$ cat config.mk
export PLATFORM = sky130hd
export DESIGN_NAME = smt_cell
export DESIGN_NICKNAME = d
export VERILOG_FILES = /design/src/sv/smt_pkg.sv /design/src/sv/smt_cell.sv
export SDC_FILE = /design/constraint.sdc
export NUM_CORES = 1
export LEC_CHECK = 0
export BUFFER_PORTS_ARGS = -buffer_cell sky130_fd_sc_hd__buf_2
export CAP_MARGIN = 10
export CORE_ASPECT_RATIO = 0.5
export CORE_UTILIZATION = 40
export CTS_CLUSTER_DIAMETER = 80
export DETAILED_ROUTE_END_ITERATION = 10
export PLACE_DENSITY = 0.76
export SLEW_MARGIN = 30
export SYNTH_ARGS = -nofsm -noshare
export SYNTH_HDL_FRONTEND = slang
export SYNTH_SLANG_ARGS = --single-unit
$ cat constraint.sdc
create_clock -name clk_i -period 2.39 [get_ports clk_i]
set_input_delay 0.239 -clock clk_i [delete_from_list [all_inputs] [get_ports clk_i]]
set_output_delay 0.239 -clock clk_i [all_outputs]
set_load 0.005 [all_outputs]
$ cat src/sv/smt_pkg.sv
// Shared types, codes and helpers for the sorted multiset table.
package smt_pkg;

  localparam int unsigned MAX_ENTRIES_DEF = 64;
  localparam int unsigned DATA_W = 32;
  localparam int unsigned ADD_W = 16;
  localparam int unsigned CMD_W = 2;

  localparam logic [CMD_W-1:0] CMD_ADD = 2'd0;
  localparam logic [CMD_W-1:0] CMD_REMOVE = 2'd1;
  localparam logic [CMD_W-1:0] CMD_QUERY = 2'd2;

  typedef enum logic [1:0] {
    OP_NONE   = 2'd0,
    OP_MERGE  = 2'd1,
    OP_INSERT = 2'd2,
    OP_DELETE = 2'd3
  } op_e;

  // Broadcast from the sequencer to every cell.
  typedef struct packed {
    logic                     cmp_en;
    logic                     upd_en;
    op_e                      op;
    logic signed [DATA_W-1:0] value;
    logic [ADD_W-1:0]         add_cnt;
  } cell_ctrl_t;

  function automatic logic [DATA_W-1:0] sat_add(input logic [DATA_W-1:0] a,
                                                input logic [DATA_W-1:0] b);
    logic [DATA_W:0] s;
    s = {1'b0, a} + {1'b0, b};
    return s[DATA_W] ? {DATA_W{1'b1}} : s[DATA_W-1:0];
  endfunction

endpackage

$ cat src/sv/smt_cell.sv
// One table slot: holds a key and its count, compares and shifts with neighbors.
module smt_cell (
  input  logic                             clk_i,
  input  logic                             rst_ni,
  input  smt_pkg::cell_ctrl_t              ctrl_i,
  input  logic                             valid_i,
  input  logic                             left_lt_i,
  input  logic signed [smt_pkg::DATA_W-1:0] left_key_i,
  input  logic [smt_pkg::DATA_W-1:0]       left_count_i,
  input  logic signed [smt_pkg::DATA_W-1:0] right_key_i,
  input  logic [smt_pkg::DATA_W-1:0]       right_count_i,
  output logic signed [smt_pkg::DATA_W-1:0] key_o,
  output logic [smt_pkg::DATA_W-1:0]       count_o,
  output logic                             lt_o,
  output logic                             eq_o
);

  logic signed [smt_pkg::DATA_W-1:0] key_q, key_d;
  logic [smt_pkg::DATA_W-1:0]        count_q, count_d;
  logic                              lt_q, eq_q;

  always_ff @(posedge clk_i or negedge rst_ni) begin
    if (!rst_ni) begin
      lt_q <= 1'b0;
      eq_q <= 1'b0;
    end else if (ctrl_i.cmp_en) begin
      lt_q <= valid_i && (key_q < ctrl_i.value);
      eq_q <= valid_i && (key_q == ctrl_i.value);
    end
  end

  always_comb begin
    key_d = key_q;
    count_d = count_q;
    if (ctrl_i.upd_en) begin
      case (ctrl_i.op)
        smt_pkg::OP_MERGE: begin
          if (eq_q) begin
            count_d = smt_pkg::sat_add(count_q,
                                       {{(smt_pkg::DATA_W-smt_pkg::ADD_W){1'b0}},
                                        ctrl_i.add_cnt});
          end
        end
        smt_pkg::OP_INSERT: begin
          // slots at or above the insert point move up; the insert point takes the new key
          if (!lt_q) begin
            if (left_lt_i) begin
              key_d = ctrl_i.value;
              count_d = {{(smt_pkg::DATA_W-smt_pkg::ADD_W){1'b0}}, ctrl_i.add_cnt};
            end else begin
              key_d = left_key_i;
              count_d = left_count_i;
            end
          end
        end
        smt_pkg::OP_DELETE: begin
          if (!lt_q) begin
            key_d = right_key_i;
            count_d = right_count_i;
          end
        end
        default: begin
          key_d = key_q;
          count_d = count_q;
        end
      endcase
    end
  end

  always_ff @(posedge clk_i) begin
    key_q <= key_d;
    count_q <= count_d;
  end

  assign key_o = key_q;
  assign count_o = count_q;
  assign lt_o = lt_q;
  assign eq_o = eq_q;

endmodule

==> summary.txt, run 1 <==
Global route
  – Initial antenna violation count: 0
  – Largest net degree at the start of global routing: 33
  – Vias in the first global route: 5,939
  – Gr ovfl total: 0
  – Overall routing resource usage: 0.244
  – First-pass GRT wire length: 28,500 µm

Timing
  – Slew Limit Fails: 0
  – Final setup margin: -54.6 ps
  – Relative slew slack: 0.502
  – # setup viols final: 25
  – Tmin final: 2440 ps
  – Setup TNS Final: -764 ps
  – Fmax: 409 MHz
  – Setup repair after global routing missed its margin: true
  – Worst slew pin tran: 747 ps
  – Fin. Hold Viols: 0
  – Setup Skew: 9.37 ps
  – Final Cycle Share: 1.02

Clocking
  – Maximum root-to-sink buffer count: 2
  – Clock Sinks: 66
  – Clk slew on worst S/H paths: 60 ps
  – CTS H-tree lvls: 3
  – Clk root buf: clkbuf_16
  – TritonCTS clock tree: done
  – Num CTS Buffers: 9
  – Later-pin clock latency in the skew report: 330 ps

Pwr
  – Pleak: 3.66 nW
  – Pwr Density: 499 mW/mm²
  – Clk pwr share: 0.319
  – P_sw: 0.00121 W
  – Tot Pwr: 0.00405 W
  – Max IR drop VDD: 409 µV
  – Sw frac: 0.300
  – Flop pwr share: 0.359
  – Combinational share of power: 0.322
  – Cell Int Power: 0.00283 W

Logic synthesis
  – Post-synthesis sequential area ratio: 0.343
  – Syn_area_per_cell: 9.28 µm²
  – Post-Syn Area: 0.00575 mm²
  – Yosys reg bits: 66
  – Simple-gate portion of the synthesized area: 0.158
  – Post-Synth XOR/XNOR Area: 0.0274
  – Post-synth cell types: 57
  – Post-synthesis mux area share: 0.118
  – Compound-Gate Fraction of Synth Area: 0.201
  – Top_reg_cell synth: edfxtp_1
  – EDFF count, synth: 64
  – Largest family of logic cells by synthesized area: compound AO/OA/AOI/OAI gates
  – Synth Instances: 620
  – Ys Warns: 0
  – Post-Syn Nets: 853
  – Ys async rst share: 0.0303
  – Post-Synth Adder-Cell Area: 0.108

Final layout
  – Synth-to-Final Area Change: 41.1%
  – Nets: 1,139
  – Layout cells sized above 1: 0.429
  – Commonest non-fill, non-tap cell in the layout: buf_2
  – Fill cells: 1,180
  – Diode count: 0
  – Most frequent cells in the layout: buf_2, nand2_1, edfxtp_1, mux2i_1, buf_4

Floorplanning
  – Initial Util: 0.418
  – DIE HEIGHT: 86.8 µm
  – Die ar.: 0.0149 mm²
  – # IOs: 250
  – Row cnt: 30
  – Core Area: 0.0138 mm²
  – Die Wd: 172 µm

Drt
  – Initial drt markers: 333
  – Drt wl/cell: 16.5 µm
  – Detailed Routing Iterations Pass 1: 5
  – Vias per cell: 5.47
  – Drc violations: 0
  – Vias: 6,028
  – Post-route ant nets: 0
  – Total wire length: 18,200 µm

Critical path
  – Critical Path AT: 2610 ps
  – Worst Path Required: 2560 ps
  – CP Max Fanout: 7
  – Critical path class: reg -> reg
  – CP endpoint kind: flop
  – Worst setup SP type: flop

Job
  – Max Cap Viol: 0

Outcome
  – Status: finished with violations
  – Failing checks: negative setup slack

Placed design
  – DP Worst Slack: -52.2 ps
  – Routability Congestion: 0.944
  – Dpl hpwl: 14,000 µm
  – Buffers on Ports: 249

Hold path
  – Worst hold path class: in -> reg
[per-layer routing]
layer | vias to the layer above | GRT usage | share of wire
met5 | - | 0 | 0
met4 | 0 | 0.0901 | 0.024
met3 | 50 | 0.0493 | 0.061
met2 | 249 | 0.442 | 0.50
met1 | 2814 | 0.287 | 0.41
li1 | 2915 | - | -
[layout make-up]
cell class	instances	area [µm²]	area share
clock buffer	12	236	0.0291
multi-input combinational	490	3760	0.464
sequential	66	1970	0.243
clock inverter	4	42.5	0.00524
tap	192	240	0.0296
timing repair buffer	303	1730	0.213
inverter	36	135	0.0166
[synthesized netlist by cell type (4+ instances only)]
cell,number,area share
mux2i_1,52,0.090
xor2_1,6,0.0091
xnor2_1,12,0.018
a22oi_1,17,0.022
a22oi_2,17,0.037
a21oi_1,40,0.035
nor4_1,4,0.0043
edfxtp_1,64,0.33
clkbuf_1,20,0.013
nand4_1,14,0.015
nor2_1,24,0.016
inv_1,36,0.023
nor3_1,13,0.011
a211oi_1,8,0.010
buf_1,6,0.0039
and2_1,6,0.0065
nand2_1,74,0.048
nand2b_1,5,0.0054
ha_1,48,0.10
a21o_1,5,0.0065
a31oi_1,7,0.0076
nor2b_1,4,0.0043
nand3_1,22,0.019
mux2_2,14,0.027
o21ai_0,51,0.044
[timing repair]
item,in CTS,in global routing
cloned,2,0
setup endpoints to repair,20,32
hold buffers,1,0
resized for setup,18,23
hold endpoints to repair,2,0
setup buffers,5,4
pin swaps,5,8
[critical path: stages, from the launching register on]
cell      delay [ps]
edfxtp_1         430
ha_4             310
nand4_1          150
or4_4            470
o21ai_4          170
and3b_4          240
nor2_4            60
buf_12           140
buf_12           130
a22oi_1          170
[final timing paths]
| check | from | end | slack (ps) | cells past startpoint |
|---|---|---|---|---|
| worst min register to register | lt_o$_DFFE_PN0P_ | lt_o$_DFFE_PN0P_ | 550 | 2 |
| worst min-delay path | ctrl_i[51] | eq_o$_DFFE_PN0P_ | 160 | 2 |
| worst max register to register | count_o[11]$_DFFE_PP_ | count_o[0]$_DFFE_PP_ | -50 | 9 |
| worst max-delay path | count_o[11]$_DFFE_PP_ | count_o[0]$_DFFE_PP_ | -50 | 9 |
| min in group asynchronous | rst_ni | eq_o$_DFFE_PN0P_ | 230 | 2 |
| max in group asynchronous | rst_ni | lt_o$_DFFE_PN0P_ | 2060 | 2 |
[power by group through the flow]
| stage | sequential (W) | clock (W) | combinational [W] |
|---|---|---|---|
| CTS | 0.00145 | 0.00132 | 0.00125 |
| detailed placement | 0.00147 | 0 | 0.00118 |
| floorplan | 0.00147 | 0 | 0.000681 |
| global placement | 0.00147 | 0 | 0.00115 |
| global route | 0.00146 | 0.00136 | 0.00143 |
| finish | 0.00145 | 0.00129 | 0.00130 |
[cells by family (layout without fill, tap and decap cells)]
| logic type | after synthesis | after routing |
|---|---|---|
| and+or+nand+nor | 186 | 186 |
| AOI/OAI and AO/OA | 171 | 171 |
| muxes | 66 | 66 |
| DFF | 66 | 66 |
| buffers and inverters | 64 | 355 |
| adders and majority gates | 49 | 49 |
| xor gates and xnor gates | 18 | 18 |
[sequential cells by signal (all words and copies together), names as in the netlist]
signal   flops
count_o     32
eq_o         1
key_o       32
lt_o         1
[per-stage QoR]
step	area, µm²	instances	hold WS [ps]	util
4_1_cts	8010	1101	149	0.581
3_3_place_gp	7480	1077	23.8	0.543
5_1_grt	8120	1103	168	0.589
6_report	8120	1103	160	0.589
2_1_floorplan	5770	620	-56.6	-
3_5_place_dp	7480	1077	27.2	0.543
Power figures use the tool's default switching activity.
==> inputs of run 2 (changes only) <==
Settings changed: ABC_AREA from default to 1, PLACE_DENSITY 0.76 to 0.75, SKIP_CTS_REPAIR_TIMING from default to 1.
==> summary.txt, run 2 <==
Floorplanning
  – Core Area: 0.0148 mm² (+7.6%)
  – Die ar.: 0.0160 mm² (+7.7%)
  – Die Wd: 178 µm (+3.8%)
  – # IOs: 250 (unchanged)
  – Initial Util: 0.419 (+0.00114)
  – Row cnt: 31 (+3.3%)
  – DIE HEIGHT: 90.1 µm (+3.8%)

Clocking
  – Later-pin clock latency in the skew report: 340 ps (about the same)
  – TritonCTS clock tree: done
  – Clk root buf: clkbuf_16
  – Num CTS Buffers: 9 (unchanged)
  – Clock Sinks: 66 (unchanged)
  – Maximum root-to-sink buffer count: 2 (unchanged)
  – CTS H-tree lvls: 3 (unchanged)
  – Clk slew on worst S/H paths: 60 ps (about the same)

Final layout
  – Most frequent cells in the layout: nand2_1, buf_2, inv_1, nor2_1, edfxtp_1
  – Final design utilization: 0.542 (-0.0472)
  – Commonest non-fill, non-tap cell in the layout: nand2_1
  – Layout cells sized above 1: 0.274 (-0.155)
  – Post-Layout Cell Count: 1,353 (+23%)
  – Synth-to-Final Area Change: 29.4%
  – Nets: 1,381 (+21%)

Critical path
  – Worst path max stage delay: 400 ps (-70 ps)
  – Worst Path Required: 2470 ps (-90 ps)
  – Worst setup SP type: flop
  – Crit path max-delay cell type: edfxtp_1
  – Critical Path AT: 2340 ps (-270 ps)
  – CP top delay family: simple AND/OR/NAND/NOR gates
  – CP endpoint kind: flop
  – Crit path top cell by count: nand2_1
  – Crit path cell chain: ha_2 > fa_2 > nand2_1 > nand2_1 > nand3_2 > nand2_2 > nand2_2 > nand2_4 > nand3_4 > clkbuf_16 > nand2_1 > nand2_1 > o211ai_2
  – Critical path class: reg -> reg
  – CP Max Fanout: 7 (unchanged)
  – Buf/Inv on CP: 1 (-1)

Logic synthesis
  – Ys Warns: 0 (unchanged)
  – Synth area leader: edfxtp_1
  – Post-synth cell types: 45 (-21%)
  – EDFF count, synth: 64 (unchanged)
  – Post-Syn Nets: 1,137 (+33%)
  – Ys async rst share: 0.0303 (unchanged)
  – Synth top area share: 0.310 (-0.0243)
  – Top_reg_cell synth: edfxtp_1
  – Post-synth top cells: nand2_1, inv_1, nor2_1
  – Post-Syn Area: 0.00620 mm² (+7.9%)
  – Most frequent cell after synthesis: nand2_1
  – Post-synthesis sequential area ratio: 0.318 (-0.0250)
  – Yosys reg bits: 66 (unchanged)
  – Syn_area_per_cell: 6.86 µm² (-26%)
  – Synth Instances: 904 (+46%)
  – Synth area leaders: edfxtp_1, nand2_1, ha_1, inv_1, nor2_1

Timing
  – Setup TNS Final: 0 ps (+764 ps)
  – Tmin final: 2260 ps (-188 ps)
  – Slew Limit Fails: 0 (unchanged)
  – Setup Skew: 8.98 ps (-0.395 ps)
  – Worst slew pin tran: 936 ps (+190 ps)
  – # setup viols final: 0 (-100%)
  – Setup repair after global routing missed its margin: false
  – Relative slew slack: 0.375 (-0.127)
  – Fin. Hold Viols: 0 (unchanged)
  – Fmax: 443 MHz (+8.3%)
  – Final Cycle Share: 0.944 (-0.0786)

Placed design
  – Post-placement cell count: 1,332 (+24%)
  – Routability Congestion: 0.948 (+0.39%)
  – Buffers on Ports: 249 (unchanged)
  – Dpl hpwl: 15,400 µm (+10%)

Drt
  – Vias per cell: 5.06 (-7.5%)
  – Vias: 6,843 (+14%)
  – Post-route ant nets: 0 (unchanged)
  – Drt wl/cell: 14.4 µm (-13%)
  – Drc violations: 0 (unchanged)
  – Detailed Routing Iterations Pass 1: 6 (+1)
  – Total wire length: 19,400 µm (+7.0%)
  – Initial drt markers: 526 (+58%)

Global route
  – Initial antenna violation count: 2 (+2)
  – Gr ovfl total: 0 (unchanged)
  – First-pass GRT wire length: 31,600 µm (+11%)
  – Largest net degree at the start of global routing: 65 (+97%)
  – Overall routing resource usage: 0.250 (+0.00575)
  – Vias in the first global route: 6,545 (+10%)

Pwr
  – Max IR drop VDD: 277 µV (-32%)
  – Pwr Density: 484 mW/mm² (-3.0%)
  – Pleak: 4.33 nW (+19%)

Job
  – Max Cap Viol: 0 (unchanged)

Hold path
  – Worst hold path class: in -> reg

Outcome
  – Status: finished clean
==> run 2: cell count changes in the layout (fill, tap and decap cells not counted), sizes merged, moves of 8 or more <==
cell | before | now
a21oi | 40 | 32
nand2 | 75 | 336
nor2 | 25 | 89
a32oi | 3 | 15
a211oi | 8 | 0
mux2i | 52 | 0
a31oi | 7 | 32
nand3 | 22 | 56
inv | 36 | 130
o21ai | 52 | 16
mux2 | 14 | 0
a22oi | 34 | 0
buf | 302 | 259
==> run 2: worst paths after layout <==
kind	slack [ps]	depth (start not counted)	startpoint	endpoint
max reg2reg	130	13	count_o[0]$_DFFE_PP_	count_o[5]$_DFFE_PP_
min reg2reg	520	2	eq_o$_DFFE_PN0P_	eq_o$_DFFE_PN0P_
min	170	4	ctrl_i[51]	lt_o$_DFFE_PN0P_
max in group asynchronous	2060	2	rst_ni	lt_o$_DFFE_PN0P_
min in group asynchronous	230	2	rst_ni	eq_o$_DFFE_PN0P_
max	130	13	count_o[0]$_DFFE_PP_	count_o[5]$_DFFE_PP_
==> run 2: routing by layer <==
metal	up-vias	track usage	share of wire
met2	237	0.423	0.48
met1	3108	0.313	0.43
li1	3458	-	-
met3	40	0.0546	0.065
met5	-	0	0
met4	0	0.0819	0.023
==> run 2: layout make-up <==
| type | count | area [µm²] |
|---|---|---|
| inverter | 131 | 492 |
| timing repair buffer | 261 | 1380 |
| clock buffer | 10 | 229 |
| multi-input combinational | 679 | 3640 |
| sequential | 66 | 1970 |
| tap | 198 | 248 |
| clock inverter | 6 | 67.6 |
| antenna | 2 | 5.00 |
| fill | 1444 | 6790 |
==> run 2: cells by family after synthesis <==
family | Yosys count | synth area share
xor gates and xnor gates | 13 | 0.0184
and+or+nand+nor | 507 | 0.350
buffers and inverters | 159 | 0.101
DFF | 66 | 0.318
adders and majority gates | 49 | 0.100
AOI/OAI and AO/OA | 110 | 0.113
==> run 2: power breakdown <==
part           switching (W)  internal [W]  leakage [nW]
clock network       0.000534      0.000810         0.140
registers          0.0000605       0.00138         0.624
logic               0.000646      0.000454          3.57
==> run 2: worst register-to-register path: stages (launching register included) <==
cell	delay [ps]
edfxtp_1	400
ha_2	210
fa_2	340
nand2_1	100
nand2_1	110
nand3_2	90
nand2_2	80
nand2_2	90
nand2_4	80
nand3_4	150
clkbuf_16	180
nand2_1	50
nand2_1	60
o211ai_2	70
==> run 2: through the flow <==
| step | setup slack [ps] | hold WS (ps) | instance area [µm²] | power, W |
|---|---|---|---|---|
| after floorplan | 50.7 | -56.6 | 6220 | 0.00213 |
| after global placement | 142 | 25.1 | 7670 | 0.00252 |
| after detailed placement | 91.6 | 26.7 | 7670 | 0.00255 |
| after CTS | 61.7 | -332 | 7970 | 0.00390 |
| after global routing | 7.28 | 180 | 8030 | 0.00410 |
| final | 133 | 170 | 8030 | 0.00389 |
